`src/rtl/assert_macros.svh`:
```
// ---------------------------------------------------------------------------
// assert_macros.svh
// concurrent assertion helpers, compiled out when SYNTH is defined
// ---------------------------------------------------------------------------
`ifndef ASSERT_MACROS_SVH
`define ASSERT_MACROS_SVH

`ifndef SYNTH

// same-cycle implication
`define ASSERT_NOW(lbl, clk, rstn, pre, post) \
	lbl: assert property (@(posedge clk) disable iff (!rstn) (pre) |-> (post)) \
		else $error("same-cycle check failed");

// next-cycle implication
`define ASSERT_NEXT(lbl, clk, rstn, pre, post) \
	lbl: assert property (@(posedge clk) disable iff (!rstn) (pre) |=> (post)) \
		else $error("next-cycle check failed");

`else

`define ASSERT_NOW(lbl, clk, rstn, pre, post)
`define ASSERT_NEXT(lbl, clk, rstn, pre, post)

`endif

`endif

```
`src/rtl/cmag_pkg.sv`:
```
// ---------------------------------------------------------------------------
// cmag_pkg
// widths, register map and cell record for the magnitude-to-luminance block
// ---------------------------------------------------------------------------
`default_nettype none

package cmag_pkg;

	localparam int AMP_WIDTH  = 24;
	localparam int ENERGY_W   = 2 * AMP_WIDTH;      // re^2 + im^2 stays below 2^(2w-1)+1
	localparam int FRAC_SHIFT = 16;                 // 8 fractional root bits
	localparam int RAD_W      = ENERGY_W + FRAC_SHIFT;
	localparam int ROOT_W     = RAD_W / 2;
	localparam int REM_W      = ROOT_W + 3;
	localparam int LUM_W      = 8;
	localparam int LOG2_W     = 3;
	localparam int SHIFT_W    = LOG2_W + 1;
	localparam int DATA_W     = 32;
	localparam int PADDR_W    = 3;

	localparam logic [LOG2_W-1:0] LOG2_SIDE_RESET = LOG2_W'(6);

	// register word index (paddr[2])
	localparam logic REG_LOG2_SIDE = 1'b0;

	localparam logic [LUM_W-1:0] LUM_MAX = {LUM_W{1'b1}};

	typedef struct packed {
		logic              valid;
		logic [RAD_W-1:0]  rad;
		logic [REM_W-1:0]  rem;
		logic [ROOT_W-1:0] root;
	} cmag_cell_t;

endpackage

`default_nettype wire

```
`src/rtl/cmag_energy.sv`:
```
// ---------------------------------------------------------------------------
// cmag_energy
// three-stage front end: absolute values, squares, sum of squares
// ---------------------------------------------------------------------------
`default_nettype none

module cmag_energy (
	input  wire                                clk,
	input  wire                                arst_n,
	input  wire                                adv,
	input  wire                                valid,
	input  wire signed [cmag_pkg::AMP_WIDTH-1:0] amp_real,
	input  wire signed [cmag_pkg::AMP_WIDTH-1:0] amp_imag,
	output cmag_pkg::cmag_cell_t               head
);
	import cmag_pkg::*;

	logic                  v_s1, v_s2;
	logic [AMP_WIDTH-1:0]  abs_re_s1, abs_im_s1;
	logic [ENERGY_W-1:0]   sq_re_s2, sq_im_s2;
	cmag_cell_t            data_s3;
	logic [AMP_WIDTH-1:0]  abs_re, abs_im;
	logic [ENERGY_W-1:0]   energy;

	// most negative value maps to 2^(w-1), which still fits unsigned
	assign abs_re = amp_real[AMP_WIDTH-1] ? (~amp_real + 1'b1) : amp_real;
	assign abs_im = amp_imag[AMP_WIDTH-1] ? (~amp_imag + 1'b1) : amp_imag;
	assign energy = sq_re_s2 + sq_im_s2;

	always_ff @(posedge clk or negedge arst_n) begin
		if (!arst_n) begin
			v_s1    <= 1'b0;
			v_s2    <= 1'b0;
			data_s3 <= '0;
		end else if (adv) begin
			v_s1          <= valid;
			v_s2          <= v_s1;
			data_s3.valid <= v_s2;
			data_s3.rad   <= {energy, {FRAC_SHIFT{1'b0}}};
			data_s3.rem   <= '0;
			data_s3.root  <= '0;
		end
	end

	always_ff @(posedge clk) begin
		if (adv) begin
			abs_re_s1    <= abs_re;
			abs_im_s1    <= abs_im;
			sq_re_s2     <= abs_re_s1 * abs_re_s1;
			sq_im_s2     <= abs_im_s1 * abs_im_s1;
		end
	end

	assign head = data_s3;

endmodule

`default_nettype wire

```
`config.mk`:
```
export PLATFORM = sky130hd
export DESIGN_NAME = cmag_energy
export DESIGN_NICKNAME = d
export VERILOG_FILES = /design/src/rtl/assert_macros.svh /design/src/rtl/cmag_pkg.sv /design/src/rtl/cmag_energy.sv
export SDC_FILE = /design/constraint.sdc
export NUM_CORES = 2
export LEC_CHECK = 0
export ABC_AREA = 1
export BUFFER_PORTS_ARGS = -buffer_cell sky130_fd_sc_hd__buf_4
export CORE_MARGIN = 4
export CORE_UTILIZATION = 59
export DETAILED_ROUTE_END_ITERATION = 8
export GPL_TIMING_DRIVEN = 0
export PLACE_DENSITY = 0.8
export SETUP_SLACK_MARGIN = 0.1
export SYNTH_ARGS = -nofsm -noshare
export SYNTH_HDL_FRONTEND = slang
export SYNTH_SLANG_ARGS = --single-unit
```
`constraint.sdc`:
```
create_clock -name clk -period 5.9 [get_ports clk]
set_input_delay 1.18 -clock clk [delete_from_list [all_inputs] [get_ports clk]]
set_output_delay 1.18 -clock clk [all_outputs]
set_load 0.02 [all_outputs]
```
; Yosys cells after proc, flatten, opt, wreduce, memory -nomap -nowiden
; Index checks and enable logic that the tools add are counted.
[word_totals]
ff_bits = 195
latch_bits = 0
mem_bits_rw = 0
rom_bits = 0
input_bits = 52
output_inout_bits = 132
word_cells = 19
mem_count = 0
[op_classes]
add_sub_neg = 3
n_mul = 2
n_div = 0
order_cmp = 0
n_eq_ne = 0
shift = 0
mux = 2
bitwise_logic = 2
n_reduce_logical = 0
[ops]
columns = cell, n
row1 = multiplier 24 x 24 -> 48 bit, 2
row2 = adder 24 x 1 -> 24 bit (second input constant), 2
row3 = adder 48 bit, 1
row4 = NOT 24 bit, 2
row5 = 2-to-1 mux 23 bit, 2

; Logic depth before layout (Yosys ltp)
[logic_depth]
depth_word = 3
mapped_depth = 29
mapped_depth_nobuf = 29

; Worst setup path before layout
; Ideal clock, no wire load.
[synth_timing]
path_type = flip-flop to flip-flop
from = register abs_re_s1[14]
to = register sq_re_s2[42] (data pin)
setup_time_ps = 252
arrival_ps = 5803
t_required_ps = 5648
setup_slack_ps = -155
path_stages_with_launch = 27
path_buffers = 1
period_less_slack_ps = 6055
path_cell_list = edfxtp_1 clkbuf_1 nand2_1 fa_1 inv_1 fa_1 inv_1 fa_1 inv_1 fa_1 inv_1 fa_1 inv_1 fa_1 inv_1 fa_1 inv_1 ha_1 nand2_1 nor2_1 inv_1 nor2_1 o21ai_1 nand3_1 nand2_1 nand3_1 nand2_1
[synth_via]
elab_chain_cells = 1
[synth_lines]
columns = item, line_no
row1 = from (decl), cmag_energy.sv:19  ; logic [AMP_WIDTH-1:0] abs_re_s1, abs_im_s1;
row2 = from (signal assigned), cmag_energy.sv:47  ; abs_re_s1 <= abs_re;
row3 = multiplier 24 x 24 -> 48 bit, cmag_energy.sv:49  ; sq_re_s2 <= abs_re_s1 * abs_re_s1;
row4 = to (signal assigned), cmag_energy.sv:49
row5 = to (decl), cmag_energy.sv:20  ; logic [ENERGY_W-1:0] sq_re_s2, sq_im_s2;
; Every way passes these cells.
; A chain may end at the register's enable or synchronous reset.

; Worst setup path in the final report
[layout_timing]
from = register abs_im_s1[2]
to = register sq_im_s2[41] (data pin)
[layout_via]
elab_chain_cells = 1
[layout_lines]
columns = item, line_no
row1 = from (decl), cmag_energy.sv:19
row2 = from (signal assigned), cmag_energy.sv:48  ; abs_im_s1 <= abs_im;
row3 = multiplier 24 x 24 -> 48 bit, cmag_energy.sv:50  ; sq_im_s2 <= abs_im_s1 * abs_im_s1;
row4 = to (signal assigned), cmag_energy.sv:50
row5 = to (decl), cmag_energy.sv:20
; Every way passes these cells.

==> impl_metrics.json <==
{
  "cp.required_ns": 6.12,
  "maxCapViolCount": 0,
  "synth_top_cell_by_area": "fa_1",
  "io_pins": 184,
  "critPathLaunchType": "flip-flop",
  "grt_pass1_wl_microns": 225000,
  "r2r_slack_ns": -0.68,
  "drt-pass1-iter-count": 7,
  "hp-class": "reg -> reg",
  "yosysWarnings": 0,
  "dp_hpwl_microns": 108000,
  "crit_path_start": "abs_im_s1[2]$_DFFE_PP_",
  "clk_pin_slew_ns": 0.11,
  "vias_per_cell": 5.59,
  "r2r_cells": 27,
  "min_to": "head[131]$_DFFE_PN0P_",
  "track_usage_pct": 35.5,
  "drt_iter0_markers": 4518,
  "synthArstFlopShare_pct": 26.4,
  "setup_viol": 69,
  "max-slew-margin-rel_pct": 45.0,
  "finalCritPeriodShare_pct": 111,
  "fp.dieH_microns": 287,
  "fin_cells": 7358,
  "placed_area_sq_um": 48900,
  "design_area_sq_um": 56600,
  "syn_avg_cell_area_sq_um": 7.99,
  "coreArea_sq_um": 77300,
  "hold_depth": 2,
  "cts-htree-levels": 4,
  "clock_sinks": 193,
  "critPathMaxFanout": 7,
  "yosysMostFrequentCell": "inv_1",
  "synth-seq-cells": 193,
  "drt-total-wl_microns": 154000,
  "rsz0062_at_grt": "yes",
  "holdCritStartpoint": "v_s2$_DFFE_PN0P_",
  "r2r-start": "abs_im_s1[2]$_DFFE_PP_",
  "die_w_microns": 287,
  "yosysSeqAreaShare_pct": 12.1,
  "cts_buffer_depth": 2,
  "drc": 0,
  "drive_gt1_share_pct": 23.6,
  "synth_edf_count": 142,
  "finalCriticalPeriod_ns": 6.58,
  "die-area_sq_um": 82400,
  "gp_congestion": 1.01,
  "worstSetupPathType": "reg -> reg",
  "max_freq_mhz": 152,
  "final_nets": 7602,
  "gr-total-overflow": 0,
  "synth_commonest_cells": "inv_1 (1,747), nand2_1 (1,372), fa_1 (846), ha_1 (402), nor2_1 (230)",
  "portBuffers": 100,
  "synthesis.area_sq_um": 46000,
  "drt-wirelength-per-cell_microns": 20.9,
  "ant_nets": 0,
  "num_rows": 102,
  "start_util_pct": 59.4,
  "hold_viol_final": 0,
  "cts_tree": "done",
  "fin_ws_ns": -0.676,
  "regToRegEndpoint": "sq_im_s2[41]$_DFFE_PP_",
  "worstSetupEndpointType": "flip-flop",
  "ys_types": 47,
  "grt_pass1_vias": 42000,
  "status": "finished with violations",
  "synth_ff_type": "edfxtp_1",
  "synth_top_area_share_pct": 36.8,
  "slew_viol_final": 0,
  "finClkSkew_ns": 0.0306,
  "worstPathArrival_ns": 6.80,
  "utilization_pct": 73.2,
  "dp_cells": 6979,
  "synthTopCellsByArea": "fa_1 (37%), inv_1 (14%), nand2_1 (11%), ha_1 (11%), edfxtp_1 (9.3%)",
  "vias": 41200,
  "synthCells": 5756,
  "violations": "negative setup slack",
  "clock_latency_ns": 0.52,
  "numCtsBuffers": 17,
  "syn2layout_area_growth_pct": 23.1,
  "antenna_found_initial": 7,
  "worstMarginPinSlew_ns": 0.825,
  "clockRootBuffer": "clkbuf_16",
  "grt_max_degree": 77
}
-- area by class of cell --
class / count / area, sq um
Multi-Input combinational cell: 3691 / 36600
Fill cell: 5133 / 20800
Inverter: 1759 / 6610
Sequential cell: 193 / 5540
Timing Repair Buffer: 446 / 3720
Buffer: 194 / 2100
Tap cell: 1040 / 1300
Clock buffer: 17 / 425
Clock inverter: 15 / 233
Antenna cell: 3 / 7.51
-- stage by stage --
stage | hold WS [ns] | setup WS (ns) | setup TNS (ns)
after global routing | 0.496 | -0.839 | -41.86
final | 0.479 | -0.676 | -31.31
after CTS | 0.475 | -0.397 | -15.65
after detailed placement | 0.459 | -1.29 | -66.20
after global placement | 0.454 | -1.28 | -63.61
after floorplan | 0.442 | 0.0937 | 0
-- placed cells by master, fill, tap and decap left out, types with 15 or more instances in the layout --
| cell type | instances |
|---|---|
| a21oi_1 | 63 |
| a21oi_2 | 55 |
| a21oi_4 | 42 |
| buf_12 | 17 |
| buf_4 | 459 |
| buf_6 | 57 |
| buf_8 | 30 |
| clkbuf_16 | 24 |
| clkbuf_8 | 43 |
| conb_1 | 83 |
| dfrtp_1 | 51 |
| edfxtp_1 | 142 |
| fa_1 | 803 |
| fa_2 | 43 |
| ha_1 | 345 |
| ha_4 | 45 |
| inv_1 | 1638 |
| inv_2 | 118 |
| nand2_1 | 1149 |
| nand2_2 | 191 |
| nand2_4 | 63 |
| nand3_1 | 111 |
| nand3_2 | 32 |
| nand4_1 | 30 |
| nor2_1 | 155 |
| nor2_2 | 60 |
| nor2_4 | 57 |
| nor3_2 | 15 |
| o21ai_0 | 43 |
| o21ai_1 | 22 |
| o21ai_2 | 18 |
| xnor2_1 | 56 |
| xnor2_2 | 15 |
| xor2_1 | 63 |
-- layer usage --
metal  part of all wire (%)  global-route usage, %  vias up
li1                       -                      -    17600
met1                     34                   44.6    19600
met2                     46                   57.9     2948
met3                     12                   8.14     1015
met4                    8.1                   18.1        6
met5                  0.025                  0.476        -
-- worst max-delay path by stage --
stage | to | cells after the start | slack (ns)
CTS | sq_re_s2[31]$_DFFE_PP_ | 26 | -0.40
detailed placement | sq_im_s2[35]$_DFFE_PP_ | 24 | -1.29
finish | sq_im_s2[41]$_DFFE_PP_ | 27 | -0.68
floorplan | sq_re_s2[41]$_DFFE_PP_ | 27 | 0.09
global route | sq_re_s2[39]$_DFFE_PP_ | 27 | -0.84
global placement | sq_im_s2[35]$_DFFE_PP_ | 23 | -1.28
-- what timing repair did --
item,CTS,global route
hold buffers,0,0
hold endpoints to repair,0,0
setup endpoints to repair,74,74
setup buffers,239,98
pin swaps,286,221
resized for setup,796,397
cloned,9,1
-- critical path: stages, from the launching register on --
cell and delay (ns):
edfxtp_1 0.56, buf_8 0.19, buf_4 0.14, buf_12 0.11
nand2_1 0.07, fa_1 0.55, inv_2 0.05, fa_1 0.48
fa_1 0.54, inv_2 0.05, fa_1 0.52, inv_2 0.05
fa_1 0.47, fa_1 0.52, inv_1 0.06, fa_1 0.49
inv_2 0.05, ha_4 0.27, nand2_4 0.12, inv_2 0.05
a21oi_4 0.17, nor2_2 0.08, nor2_2 0.14, nand2_2 0.10
nand2_1 0.13, nand3_1 0.11, nand2_1 0.10, nand2_2 0.12
-- sequential cells by signal, indices dropped and copies added, names as in the netlist --
signal,cells
abs_im_s1,24
abs_re_s1,24
head,49
sq_im_s2,47
sq_re_s2,47
v_s1,1
v_s2,1
-- logic make-up (layout without fill, tap and decap cells) --
| kind of cell | after synthesis | in the layout | synth area share, % |
|---|---|---|---|
| xor+xnor | 147 | 147 | 2.80 |
| other cells | 1 | 86 | 0.00816 |
| buf+inv | 1954 | 2431 | 16.6 |
| flops | 193 | 193 | 12.1 |
| compound gates | 293 | 293 | 3.47 |
| simple gates | 1920 | 1920 | 17.2 |
| fa+ha+maj | 1248 | 1248 | 47.8 |
Power is not shown: default switching activity piles up to over one toggle a cycle in this logic, so the estimate is an artifact.
