===== src/rtl/assert_macros.svh =====
// ---------------------------------------------------------------------------
// assert_macros.svh
// concurrent assertion helpers, compiled out when SYNTH is defined
// ---------------------------------------------------------------------------
`ifndef ASSERT_MACROS_SVH
`define ASSERT_MACROS_SVH

`ifndef SYNTH

// same-cycle implication
`define ASSERT_NOW(lbl, clk, rstn, pre, post) \
	lbl: assert property (@(posedge clk) disable iff (!rstn) (pre) |-> (post)) \
		else $error("same-cycle check failed");

// next-cycle implication
`define ASSERT_NEXT(lbl, clk, rstn, pre, post) \
	lbl: assert property (@(posedge clk) disable iff (!rstn) (pre) |=> (post)) \
		else $error("next-cycle check failed");

`else

`define ASSERT_NOW(lbl, clk, rstn, pre, post)
`define ASSERT_NEXT(lbl, clk, rstn, pre, post)

`endif

`endif


===== src/rtl/cmag_pkg.sv =====
// ---------------------------------------------------------------------------
// cmag_pkg
// widths, register map and cell record for the magnitude-to-luminance block
// ---------------------------------------------------------------------------
`default_nettype none

package cmag_pkg;

	localparam int AMP_WIDTH  = 24;
	localparam int ENERGY_W   = 2 * AMP_WIDTH;      // re^2 + im^2 stays below 2^(2w-1)+1
	localparam int FRAC_SHIFT = 16;                 // 8 fractional root bits
	localparam int RAD_W      = ENERGY_W + FRAC_SHIFT;
	localparam int ROOT_W     = RAD_W / 2;
	localparam int REM_W      = ROOT_W + 3;
	localparam int LUM_W      = 8;
	localparam int LOG2_W     = 3;
	localparam int SHIFT_W    = LOG2_W + 1;
	localparam int DATA_W     = 32;
	localparam int PADDR_W    = 3;

	localparam logic [LOG2_W-1:0] LOG2_SIDE_RESET = LOG2_W'(6);

	// register word index (paddr[2])
	localparam logic REG_LOG2_SIDE = 1'b0;

	localparam logic [LUM_W-1:0] LUM_MAX = {LUM_W{1'b1}};

	typedef struct packed {
		logic              valid;
		logic [RAD_W-1:0]  rad;
		logic [REM_W-1:0]  rem;
		logic [ROOT_W-1:0] root;
	} cmag_cell_t;

endpackage

`default_nettype wire


===== src/rtl/cmag_cell.sv =====
// ---------------------------------------------------------------------------
// cmag_cell
// one restoring square-root step: retires two radicand bits, yields one root bit
// ---------------------------------------------------------------------------
`default_nettype none

module cmag_cell (
	input  wire                  clk,
	input  wire                  arst_n,
	input  wire                  adv,
	input  cmag_pkg::cmag_cell_t prev,
	output cmag_pkg::cmag_cell_t next
);
	import cmag_pkg::*;

	logic [REM_W-1:0] cur, trial;
	logic             take;
	cmag_cell_t       data_q;

	assign cur   = {prev.rem[REM_W-3:0], prev.rad[RAD_W-1 -: 2]};
	assign trial = {1'b0, prev.root, 2'b01};
	assign take  = (cur >= trial);

	always_ff @(posedge clk or negedge arst_n) begin
		if (!arst_n) begin
			data_q <= '0;
		end else if (adv) begin
			data_q.valid <= prev.valid;
			data_q.rad   <= {prev.rad[RAD_W-3:0], 2'b00};
			data_q.rem   <= take ? (cur - trial) : cur;
			data_q.root  <= {prev.root[ROOT_W-2:0], take};
		end
	end

	assign next = data_q;

endmodule

`default_nettype wire


===== config.mk =====
export PLATFORM = sky130hd
export DESIGN_NAME = cmag_cell
export DESIGN_NICKNAME = d
export VERILOG_FILES = /design/src/rtl/assert_macros.svh /design/src/rtl/cmag_pkg.sv /design/src/rtl/cmag_cell.sv
export SDC_FILE = /design/constraint.sdc
export NUM_CORES = 1
export LEC_CHECK = 0
export BUFFER_PORTS_ARGS = -buffer_cell sky130_fd_sc_hd__buf_2
export CORE_UTILIZATION = 50
export DETAILED_ROUTE_END_ITERATION = 8
export PLACE_DENSITY_LB_ADDON = 0.25
export SLEW_MARGIN = 20
export SYNTH_ARGS = -nofsm -noshare
export SYNTH_HDL_FRONTEND = slang
export SYNTH_SLANG_ARGS = --single-unit

===== constraint.sdc =====
create_clock -name clk -period 0.9 [get_ports clk]
set_input_delay 0.045 -clock clk [delete_from_list [all_inputs] [get_ports clk]]
set_output_delay 0.045 -clock clk [all_outputs]
set_load 0.05 [all_outputs]

==> flow_summary.json, run 1 <==
{
  "status": "stopped before the end",
  "lastStage": "clock tree synthesis",
  "first-error": "[ERROR DPL-0033] detailed placement checks failed during check placement.",
  "ys_ff_latch": 130,
  "die_h_um": 123,
  "core.rowCount": 43,
  "syn_inst": 739,
  "async_reset_ff_share_pct": 100,
  "cts_setup_buffers": 49,
  "ys_types": 67,
  "synth_top_family_by_area": "multiplexers",
  "cts_hold_buf": 117,
  "dp_cells": 1283,
  "synth_simple_gate_area_share_pct": 12.9,
  "yosys_most_used_dff": "dfrtp_1",
  "place_area_mm2": 0.0101,
  "clockRootBuffer": "clkbuf_16",
  "synth_enable_flop_cells": 0,
  "cts_buffers": 17,
  "num_io_pins": 267,
  "hpwl_um": 16400,
  "clockBufferDepth": 2,
  "yosysSeqAreaShare_pct": 44.4,
  "cts_sinks": 130,
  "synth-compound-area-share_pct": 13.9,
  "yosysWarnings": 0,
  "htree_levels": 4,
  "dp_slack_ps": -1700,
  "synthAdderAreaFrac_pct": 5.81,
  "avgSynthCellArea_um2": 9.91,
  "synthMuxAreaShare_pct": 15.0,
  "syn_area_mm2": 0.00733,
  "start_util_pct": 52.0,
  "gp_congestion": 0.882,
  "cts_resized": 389,
  "synth_xor_area_share_pct": 2.63,
  "port_buffers": 262,
  "die_width_um": 123
}
==> per-stage QoR <==
stage                     setup TNS, ps  utilization [%]
after floorplan                  -45920                -
after detailed placement         -60540             72.0
after global placement           -58020             72.0
==> cell usage after synthesis (all sizes together), types with 2 or more instances <==
cell type | n | area [µm²]
a2bb2oi | 3 | 26.3
o311ai | 3 | 26.3
xnor2 | 12 | 105
or3 | 5 | 31.3
nor2 | 56 | 210
clkbuf | 22 | 83.8
o211ai | 3 | 22.5
o21bai | 6 | 45.0
a21oi | 46 | 230
nand2 | 73 | 274
nand4 | 10 | 68.8
and3 | 9 | 61.3
o31a | 2 | 17.5
nand2b | 6 | 37.5
a21o | 13 | 97.6
mux2 | 97 | 1090
o21a | 2 | 15.0
inv | 48 | 180
xor2 | 10 | 87.6
ha | 34 | 425
a211o | 3 | 26.3
nor2b | 2 | 12.5
a211oi | 4 | 30.0
dfrtp | 130 | 3250
nand3 | 18 | 95.1
nor3 | 13 | 65.1
o41ai | 2 | 17.5
nor4 | 4 | 31.3
a21boi | 3 | 22.5
a31oi | 26 | 163
o31ai | 3 | 22.5
buf | 20 | 118
o21ai | 28 | 140
==> kinds of logic after synthesis <==
family	Yosys count
xor gates and xnor gates	22
muxes	98
buffers and inverters	91
other	1
AOI/OAI and AO/OA	160
DFF	130
adders and majority gates	34
and+or+nand+nor	203
==> inputs of run 2 (changes only) <==
- CORE_UTILIZATION: 50 -> 35
- PLACE_DENSITY_LB_ADDON: 0.25 -> 0.15
==> run 2 against run 1 <==
The flow now finishes, with violations (negative setup slack). Synthesized cell count unchanged. Area after synthesis unchanged.
==> flow_summary.json, run 2 <==
{
  "r2r_end": "next[37]$_DFFE_PN0P_",
  "synth_top_cell_area_share_pct": 44.4,
  "cts_buffers": 17,
  "syn_area_mm2": 0.00733,
  "layout_common_cells": "buf_4, buf_6, dlygate4sd3_1, buf_2, dfrtp_2",
  "setup_viol": 177,
  "synth_xor_area_share_pct": 2.63,
  "timing.fmax_ghz": 0.492,
  "path_buf_inv": 3,
  "tns_ps": -53350,
  "hpwl_um": 17300,
  "routedWlPerCell_um": 17.2,
  "syn_inst": 739,
  "crit_path_top_delay_cell": "or4b_4",
  "startpoint_type": "primary input",
  "htree_levels": 4,
  "gp_congestion": 0.841,
  "dp_cells": 1389,
  "vias": 7866,
  "synthTopCellsByCount": "dfrtp_1, mux2_2, nand2_1",
  "grt_pass1_vias": 8163,
  "port_buffers": 262,
  "antennaDiodeCount": 0,
  "cp_cell_sequence": "buf_8 > inv_4 > ha_4 > nand4_4 > nor4_4 > a31oi_4 > o2111a_1 > and3_4 > or2_4 > buf_8 > or4b_4 > nand3_2",
  "synth_largest_area_cell": "dfrtp_1",
  "firstDrtPassIters": 4,
  "fin_nets": 1479,
  "max_stage_delay_ps": 490,
  "clk_pin_slew_ps": 60,
  "violations": "negative setup slack",
  "crit_family": "simple AND/OR/NAND/NOR gates",
  "n_fill_cell": 1478,
  "endpoint_kind": "register",
  "cap_violations": 0,
  "place_area_mm2": 0.0103,
  "via_per_inst": 4.94,
  "area_delta_synth_final_pct": 95.6,
  "worst_r2r_path_depth": 4,
  "wl_um": 27400,
  "finalPower_mw": 24.9,
  "min_period_ps": 2030,
  "track_usage_pct": 24.7,
  "clock_latency_ps": 420,
  "synth_simple_gate_area_share_pct": 12.9,
  "crit_arrival_ps": 2400,
  "synthMuxAreaShare_pct": 15.0,
  "setup_slack_ps": -1130,
  "final_common_cell": "buf_4",
  "yosysWarnings": 0,
  "antenna_found_initial": 0,
  "synthTopCellsByArea": "dfrtp_1, mux2_2, ha_1",
  "power_leakage_nw": 6.50,
  "num_io_pins": 267,
  "synth_top_family_by_area": "multiplexers",
  "synthAdderAreaFrac_pct": 5.81,
  "remaining_drc_errors": 0,
  "drive_above_1_share_pct": 62.6,
  "async_reset_ff_share_pct": 100,
  "r2r_slack_ps": -60,
  "ant_nets": 0,
  "holdCritPathClass": "primary input to async pin",
  "period_share_pct": 226,
  "core.rowCount": 52,
  "die_h_um": 147,
  "start_util_pct": 36.0,
  "crit_fanout": 8,
  "grt_overflow": 0,
  "path_common_cell": "buf_8",
  "reg2reg_from": "next[37]$_DFFE_PN0P_",
  "finClkSkew_ps": 0,
  "die_width_um": 147,
  "synth_enable_flop_cells": 0,
  "fp.coreArea_mm2": 0.0204,
  "peakVddDrop_uv": 1180,
  "finalHoldWorstSlack_ps": 21.9,
  "grt_pass1_wl_um": 41900,
  "yosys_most_used_dff": "dfrtp_1",
  "clockBufferDepth": 2,
  "finalMaxSlewViolations": 0,
  "finalHoldViolCount": 0,
  "grt_max_degree": 38,
  "fin_area_mm2": 0.0143,
  "die-area_mm2": 0.0215,
  "cp.required_ps": 1270,
  "clockRootBuffer": "clkbuf_16",
  "ys_types": 67,
  "yosysSeqAreaShare_pct": 44.4,
  "synth-compound-area-share_pct": 13.9,
  "cts_sinks": 130,
  "drt_iter0_drc": 330,
  "largest_reg_flops": 130,
  "synth_most_common_cell": "dfrtp_1",
  "power_density_mw_per_mm2": 1740,
  "avgSynthCellArea_um2": 9.91,
  "criticalPathCategory": "primary input to register",
  "status": "finished with violations",
  "grt_setup_unrepaired": "yes",
  "cts_tree": "done",
  "ys_ff_latch": 130,
  "instances_no_fill": 1593
}
## run 2: repair_timing
item,4_1_cts,5_1_grt
cloned,1,0
endpoints found under the setup margin,166,166
buffers inserted,27,34
hold endpoints to repair,245,0
resized for setup,372,109
hold buffers,116,0
pin swaps,61,62
## run 2: worst reg2reg max path, stage by stage (launching register included)
cell,delay (ps)
dfrtp_1,390
buf_4,140
buf_4,120
nor2_1,120
a31oi_1,60
## run 2: cells by family (layout without fill, tap and decap cells)
family	Yosys count	after routing
AOI/OAI and AO/OA	160	160
adders and majority gates	34	34
xor gates and xnor gates	22	22
DFF	130	130
and+or+nand+nor	203	203
buffers and inverters	91	674
other	1	2
muxes	98	98
## run 2: power by group
group | internal (mW) | switching, mW | total [mW] | leakage [nW]
logic | 4.83 | 5.71 | 10.5 | 4.79
clock network | 4.16 | 2.99 | 7.16 | 0.285
registers | 6.66 | 0.585 | 7.25 | 1.42
## run 2: per-layer routing
metal	share of wire (%)	GRT usage [%]	up-vias
li1	-	-	3761
met1	42	30.7	3856
met2	52	42.6	217
met3	4.2	5.13	32
met4	1.9	8.07	0
met5	0	0	-
## run 2: layout make-up
class                   count  area [µm²]  area share (%)
clock buffers              18         429            2.99
clock inverters            14         165            1.15
inverters                  49         204            1.42
multi-input cells         519        4510            31.5
flip-flops and latches    130        3370            23.5
well taps                 270         338            2.36
repair buffers            593        5310            37.1
## run 2: how the worst max path moves through the flow
stage                           end  startpoint  cells after the start  slack, ps
2_1_floorplan  next[55]$_DFFE_PN0P_    prev[24]                     13      -1410
3_3_place_gp   next[55]$_DFFE_PN0P_    prev[10]                     12      -1680
3_5_place_dp   next[65]$_DFFE_PN0P_    prev[10]                     12      -1730
4_1_cts        next[55]$_DFFE_PN0P_     prev[5]                     12      -1070
5_1_grt        next[55]$_DFFE_PN0P_    prev[10]                     12      -1160
6_report       next[55]$_DFFE_PN0P_    prev[10]                     12      -1130
## run 2: metrics by stage
stage	util, %	setup WS [ps]
6_report	70.4	-1130
5_1_grt	70.4	-1160
4_1_cts	67.0	-1070
3_5_place_dp	50.7	-1730
3_3_place_gp	50.7	-1680
2_1_floorplan	-	-1410
Note: power is estimated with default switching activity, not from simulation.
==> inputs of run 3 (changes only) <==
- PLACE_DENSITY: default -> 0.68
- PLACE_DENSITY_LB_ADDON: 0.15 -> default
==> run 3 against run 2 <==
The run still ends with negative setup slack left. Wire length rose by 4.2%. Largest cell class unchanged. Largest power group unchanged. Critical path depth rose by 1. Flip-flop and latch count did not move. Hold slack improved by 2.6 ps. Final cell count rose by 0.38%. Total power rose by 1.1%.
==> flow_summary.json, run 3 (synthesized netlist as in run 2, its figures left out) <==
{
  "cts_buffers": 17,
  "htree_levels": 4,
  "max_stage_delay_ps": 460,
  "via_per_inst": 5.05,
  "final_common_cell": "buf_4",
  "grt_overflow": 0,
  "fp.coreArea_mm2": 0.0204,
  "power_leakage_nw": 6.51,
  "endpoint_kind": "register",
  "gp_congestion": 0.870,
  "combPwrFrac_pct": 42.4,
  "status": "finished with violations",
  "core.rowCount": 52,
  "finClkSkew_ps": 0,
  "grt_pass1_vias": 8141,
  "die-area_mm2": 0.0215,
  "num_io_pins": 267,
  "track_usage_pct": 24.9,
  "finalHoldViolCount": 0,
  "clk_pin_slew_ps": 60,
  "fin_area_mm2": 0.0143,
  "cap_violations": 0,
  "cp.required_ps": 1260,
  "place_area_mm2": 0.0103,
  "layout_common_cells": "buf_4, buf_6, buf_2, dlygate4sd3_1, dfrtp_2",
  "clock_latency_ps": 420,
  "startpoint_type": "primary input",
  "cts_sinks": 130,
  "dp_cells": 1386,
  "remaining_drc_errors": 0,
  "die_width_um": 147,
  "criticalPathCategory": "primary input to register",
  "drt_iter0_drc": 388,
  "timing.fmax_ghz": 0.500,
  "period_share_pct": 222,
  "instances_no_fill": 1599,
  "peakVddDrop_uv": 1400,
  "drive_above_1_share_pct": 62.3,
  "die_h_um": 147,
  "switching_share_pct": 37.5,
  "setup_slack_ps": -1100,
  "ant_nets": 0,
  "firstDrtPassIters": 5,
  "antenna_found_initial": 3,
  "power_frac_seq_pct": 28.7,
  "grt_pass1_wl_um": 42100,
  "fin_util_pct": 70.0,
  "setup_viol": 179,
  "vias": 8072,
  "violations": "negative setup slack",
  "port_buffers": 262,
  "clockRootBuffer": "clkbuf_16",
  "power_density_mw_per_mm2": 1770,
  "p_clk_share_pct": 28.9,
  "grt_setup_unrepaired": "yes",
  "min_period_ps": 2000,
  "wl_um": 28600,
  "crit_fanout": 5,
  "hpwl_um": 17700,
  "grt_max_degree": 47,
  "path_common_cell": "nor2_1",
  "finalMaxSlewViolations": 0,
  "switchingPower_mw": 9.44,
  "area_delta_synth_final_pct": 94.5,
  "dp_slack_ps": -1730,
  "path_buf_inv": 4,
  "fin_nets": 1481,
  "p_int_mw": 15.8,
  "crit_arrival_ps": 2360,
  "clockBufferDepth": 2,
  "cts_tree": "done",
  "holdCritPathClass": "primary input to register",
  "largest_reg_flops": 130,
  "tns_ps": -51800,
  "routedWlPerCell_um": 17.9,
  "crit_path_top_delay_cell": "or4b_1",
  "start_util_pct": 36.0,
  "crit_family": "simple AND/OR/NAND/NOR gates",
  "cp_cell_sequence": "buf_2 > inv_1 > ha_4 > buf_4 > nor2_1 > nor2_1 > o41ai_4 > o2111a_1 > and3_4 > or2_4 > buf_6 > or4b_1 > nand3_1"
}
[run 3: what timing repair did]
action | in CTS | in global routing
buffers inserted | 19 | 42
pin swaps | 20 | 70
hold buffers | 115 | 0
cloned | 1 | 1
setup endpoints to repair | 166 | 168
resized for setup | 333 | 128
hold endpoints to repair | 244 | 0
[run 3: final timing paths]
path,from,end,slack (ps),cells past startpoint
setup / recovery,prev[22],next[55]$_DFFE_PN0P_,-1100,13
hold / removal,prev[37],next[39]$_DFFE_PN0P_,20,4
setup reg to reg,next[55]$_DFFE_PN0P_,next[55]$_DFFE_PN0P_,-40,3
hold reg to reg,next[60]$_DFFE_PN0P_,next[60]$_DFFE_PN0P_,520,1
max in group asynchronous,arst_n,next[6]$_DFFE_PN0P_,260,3
min in group asynchronous,arst_n,next[85]$_DFFE_PN0P_,80,2
[run 3: layer usage]
metal	global-route usage (%)	up-vias	wire, µm
met5	0	-	0
met1	29.9	3973	11600
met3	4.78	58	1310
li1	-	3770	-
met2	43.2	271	14900
met4	10.7	0	798
[run 3: area by class of cell]
cell class | count | area (µm²)
repair buffers | 595 | 5260
diodes | 4 | 10.0
well taps | 270 | 338
clock buffers | 18 | 439
flip-flops and latches | 130 | 3370
fillers | 1395 | 6110
clock inverters | 14 | 165
multi-input cells | 519 | 4460
inverters | 49 | 204
[run 3: through the flow]
| stage | hold WS [ps] | total power, mW |
|---|---|---|
| after floorplan | -251 | 12.2 |
| after global placement | -54.5 | 14.8 |
| after detailed placement | -50.1 | 14.9 |
| after CTS | 9.56 | 24.1 |
| after global routing | 32.5 | 26.2 |
| final | 24.5 | 25.2 |
[run 3: worst register-to-register path, delay by kind of cell, from the launching register on]
family	cells	cell delay, ps
buf+inv	1	150
compound gates	1	150
flops	1	420
simple gates	1	90
[run 3: power groups by stage]
stage	Combinational [mW]	Clock (mW)	Sequential, mW
floorplan	2.48	0	9.76
global placement	7.67	0	7.09
detailed placement	7.74	0	7.13
CTS	9.56	7.38	7.21
global route	11.2	7.66	7.32
finish	10.7	7.28	7.24
==> inputs of run 4 (changes only) <==
- ABC_AREA: default -> 1
- PLACE_DENSITY: 0.68 -> 0.67
- clock period: 0.9 -> 2.2 ns (I/O delays scaled with it)
==> run 4 against run 3 <==
The run now ends clean. Clock power down 59%. Final area down 17%. First-iteration DRC count up 75%. Combinational power down 71%. Global-route usage down 1.7 points. Sequential share of layout area up 4.0 points. Synthesized cell count up 60%. Die area up 9.0%. Sequential power down 61%. Flip-flop and latch count unchanged. Hold slack worse by 23 ps. Highest routed layer is now met5.
==> flow_summary.json, run 4 <==
{
  "status": "complete, no violations",
  "crit_arrival_ps": 2440,
  "setup_viol": 0,
  "cts_sinks": 130,
  "synth_most_common_cell": "nand2_1",
  "yosys_most_used_dff": "dfrtp_1",
  "ant_nets": 0,
  "drive_above_1_share_pct": 26.6,
  "power_frac_seq_pct": 31.7,
  "area_delta_synth_final_pct": 47.3,
  "syn_area_mm2": 0.00799,
  "final_common_cell": "nand2_1",
  "drt_iter0_drc": 678,
  "layout_common_cells": "nand2_1, buf_2, inv_1, dfrtp_1, dlygate4sd3_1",
  "relSlewSlack_pct": 57.4,
  "synth_top_cell_area_share_pct": 40.7,
  "firstDrtPassIters": 5,
  "remaining_drc_errors": 0,
  "async_reset_ff_share_pct": 100,
  "p_clk_share_pct": 33.4,
  "cp.required_ps": 2510,
  "timing.fmax_ghz": 0.470,
  "holdCritPathClass": "primary input to register",
  "switching_share_pct": 39.7,
  "crit_path_top_delay_cell": "dlygate4sd3_1",
  "gp_congestion": 0.903,
  "cap_violations": 0,
  "track_usage_pct": 23.2,
  "clock_latency_ps": 410,
  "antenna_found_initial": 1,
  "synth_enable_flop_cells": 0,
  "synthTopCellsByArea": "dfrtp_1, nand2_1, inv_1",
  "finalPower_mw": 8.86,
  "min_period_ps": 2130,
  "power_density_mw_per_mm2": 753,
  "die_width_um": 153,
  "max_stage_delay_ps": 530,
  "via_per_inst": 4.71,
  "cts_tree": "done",
  "finalHoldWorstSlack_ps": 1.52,
  "grt_max_degree": 63,
  "holdCritStartpoint": "prev[4]",
  "clockRootBuffer": "clkbuf_16",
  "combPwrFrac_pct": 34.9,
  "yosysSeqAreaShare_pct": 40.7,
  "fin_nets": 1711,
  "period_share_pct": 96.8,
  "fp.coreArea_mm2": 0.0221,
  "regArea_mm2": 0.00325,
  "num_io_pins": 267,
  "ys_ff_latch": 130,
  "crit_fanout": 6,
  "startpoint_type": "primary input",
  "ys_types": 33,
  "start_util_pct": 36.2,
  "grt_pass1_vias": 8427,
  "vias": 8638,
  "multiInputGateArea_mm2": 0.00452,
  "yosysWarnings": 0,
  "r2r_end": "next[23]$_DFFE_PN0P_",
  "r2r_slack_ps": 1470,
  "syn_inst": 1179,
  "path_common_cell": "nand2_1",
  "tightest_slew_ps": 640,
  "grt_overflow": 0,
  "finalMaxSlewViolations": 0,
  "synth_largest_area_cell": "dfrtp_1",
  "power_leakage_nw": 6.47,
  "whs_endpoint": "next[5]$_DFFE_PN0P_",
  "endpoint_kind": "register",
  "n_fill_cell": 2142,
  "avgSynthCellArea_um2": 6.78,
  "synthTopCellsByCount": "nand2_1, inv_1, dfrtp_1",
  "grt_pass1_wl_um": 43000,
  "wl_um": 27900,
  "cp_cell_sequence": "dlygate4sd3_1 > buf_2 > inv_1 > ha_4 > nand2_1 > nor3_4 > nand2_1 > nor3_2 > nand2_4 > buf_4 > nand2_4 > nand3_1 > nand2_1 > nand2_1",
  "core.rowCount": 54,
  "clk_pin_slew_ps": 70,
  "hold_depth": 3,
  "largest_reg_flops": 130,
  "peakVddDrop_uv": 406,
  "routedWlPerCell_um": 15.2,
  "htree_levels": 4,
  "reg2reg_from": "next[23]$_DFFE_PN0P_",
  "port_buffers": 262,
  "antennaDiodeCount": 0,
  "die-area_mm2": 0.0234,
  "p_int_mw": 5.34,
  "switchingPower_mw": 3.52,
  "cts_buffers": 17,
  "finClkSkew_ps": 0,
  "hpwl_um": 20000,
  "criticalPathCategory": "primary input to register",
  "clockBufferDepth": 2,
  "finalHoldViolCount": 0,
  "die_h_um": 153,
  "worst_r2r_path_depth": 2
}
run 4: power groups by stage:
stage / clock [mW] / combinational (mW) / sequential [mW]
6_report: 2.96 / 3.09 / 2.81
5_1_grt: 3.13 / 3.33 / 2.85
4_1_cts: 3.01 / 2.91 / 2.81
3_5_place_dp: 0 / 2.77 / 2.85
3_3_place_gp: 0 / 2.76 / 2.84
2_1_floorplan: 0 / 0.973 / 3.83
run 4: metal layers:
layer	vias up	wire, µm	GRT usage [%]
met5	-	13	0
met4	2	448	5.77
met3	33	1550	4.79
met2	259	13700	41.2
met1	3987	12200	28.6
li1	4357	-	-
run 4: area by class of cell:
class,instances,area share (%)
Sequential cell,130,27.6
Multi-Input combinational cell,874,38.4
Timing Repair Buffer,377,21.3
Inverter,142,4.55
Tap cell,280,2.98
Clock buffer,18,3.73
Clock inverter,14,1.41
run 4: what timing repair did:
item                       in CTS  in global routing
hold endpoints to repair      149                  0
setup endpoints to repair       0                 36
hold buffers                   90                  0
setup buffers                   0                  8
resized for setup               0                 93
run 4: worst max-delay path by stage:
stage,startpoint,end,cells past startpoint
final,prev[30],next[58]$_DFFE_PN0P_,14
after detailed placement,prev[26],next[63]$_DFFE_PN0P_,13
after global placement,prev[20],next[37]$_DFFE_PN0P_,15
after floorplan,prev[28],next[50]$_DFFE_PN0P_,13
after CTS,prev[20],next[37]$_DFFE_PN0P_,14
after global routing,prev[11],next[51]$_DFFE_PN0P_,16
run 4: cell families (layout without fill, tap and decap cells):
| group | Yosys count | in the layout | share of synthesized area, % |
|---|---|---|---|
| compound gates | 80 | 80 | 5.45 |
| fa+ha+maj | 34 | 34 | 5.32 |
| simple gates | 740 | 742 | 38.0 |
| xor+xnor | 16 | 16 | 1.75 |
| other cells | 1 | 2 | 0.0469 |
| buf+inv | 178 | 551 | 8.74 |
| flops | 130 | 130 | 40.7 |
run 4: critical path: cells and delay by family:
kind / cells / cell delay (ps)
simple gates: 9 / 1160
fa+ha+maj: 1 / 300
buf+inv: 4 / 870
run 4: metrics by stage:
stage / utilization (%) / instances / worst slack, ps / TNS [ps] / instance area [µm²]
6_report: 53.3 / 1835 / 71.1 / 0 / 11800
5_1_grt: 53.3 / 1835 / -25.3 / -53.3 / 11800
4_1_cts: 50.7 / 1824 / 2.56 / 0 / 11200
3_5_place_dp: 43.8 / 1702 / 111 / 0 / 9690
3_3_place_gp: 43.8 / 1702 / 127 / 0 / 9690
2_1_floorplan: - / 1180 / 456 / 0 / 8000
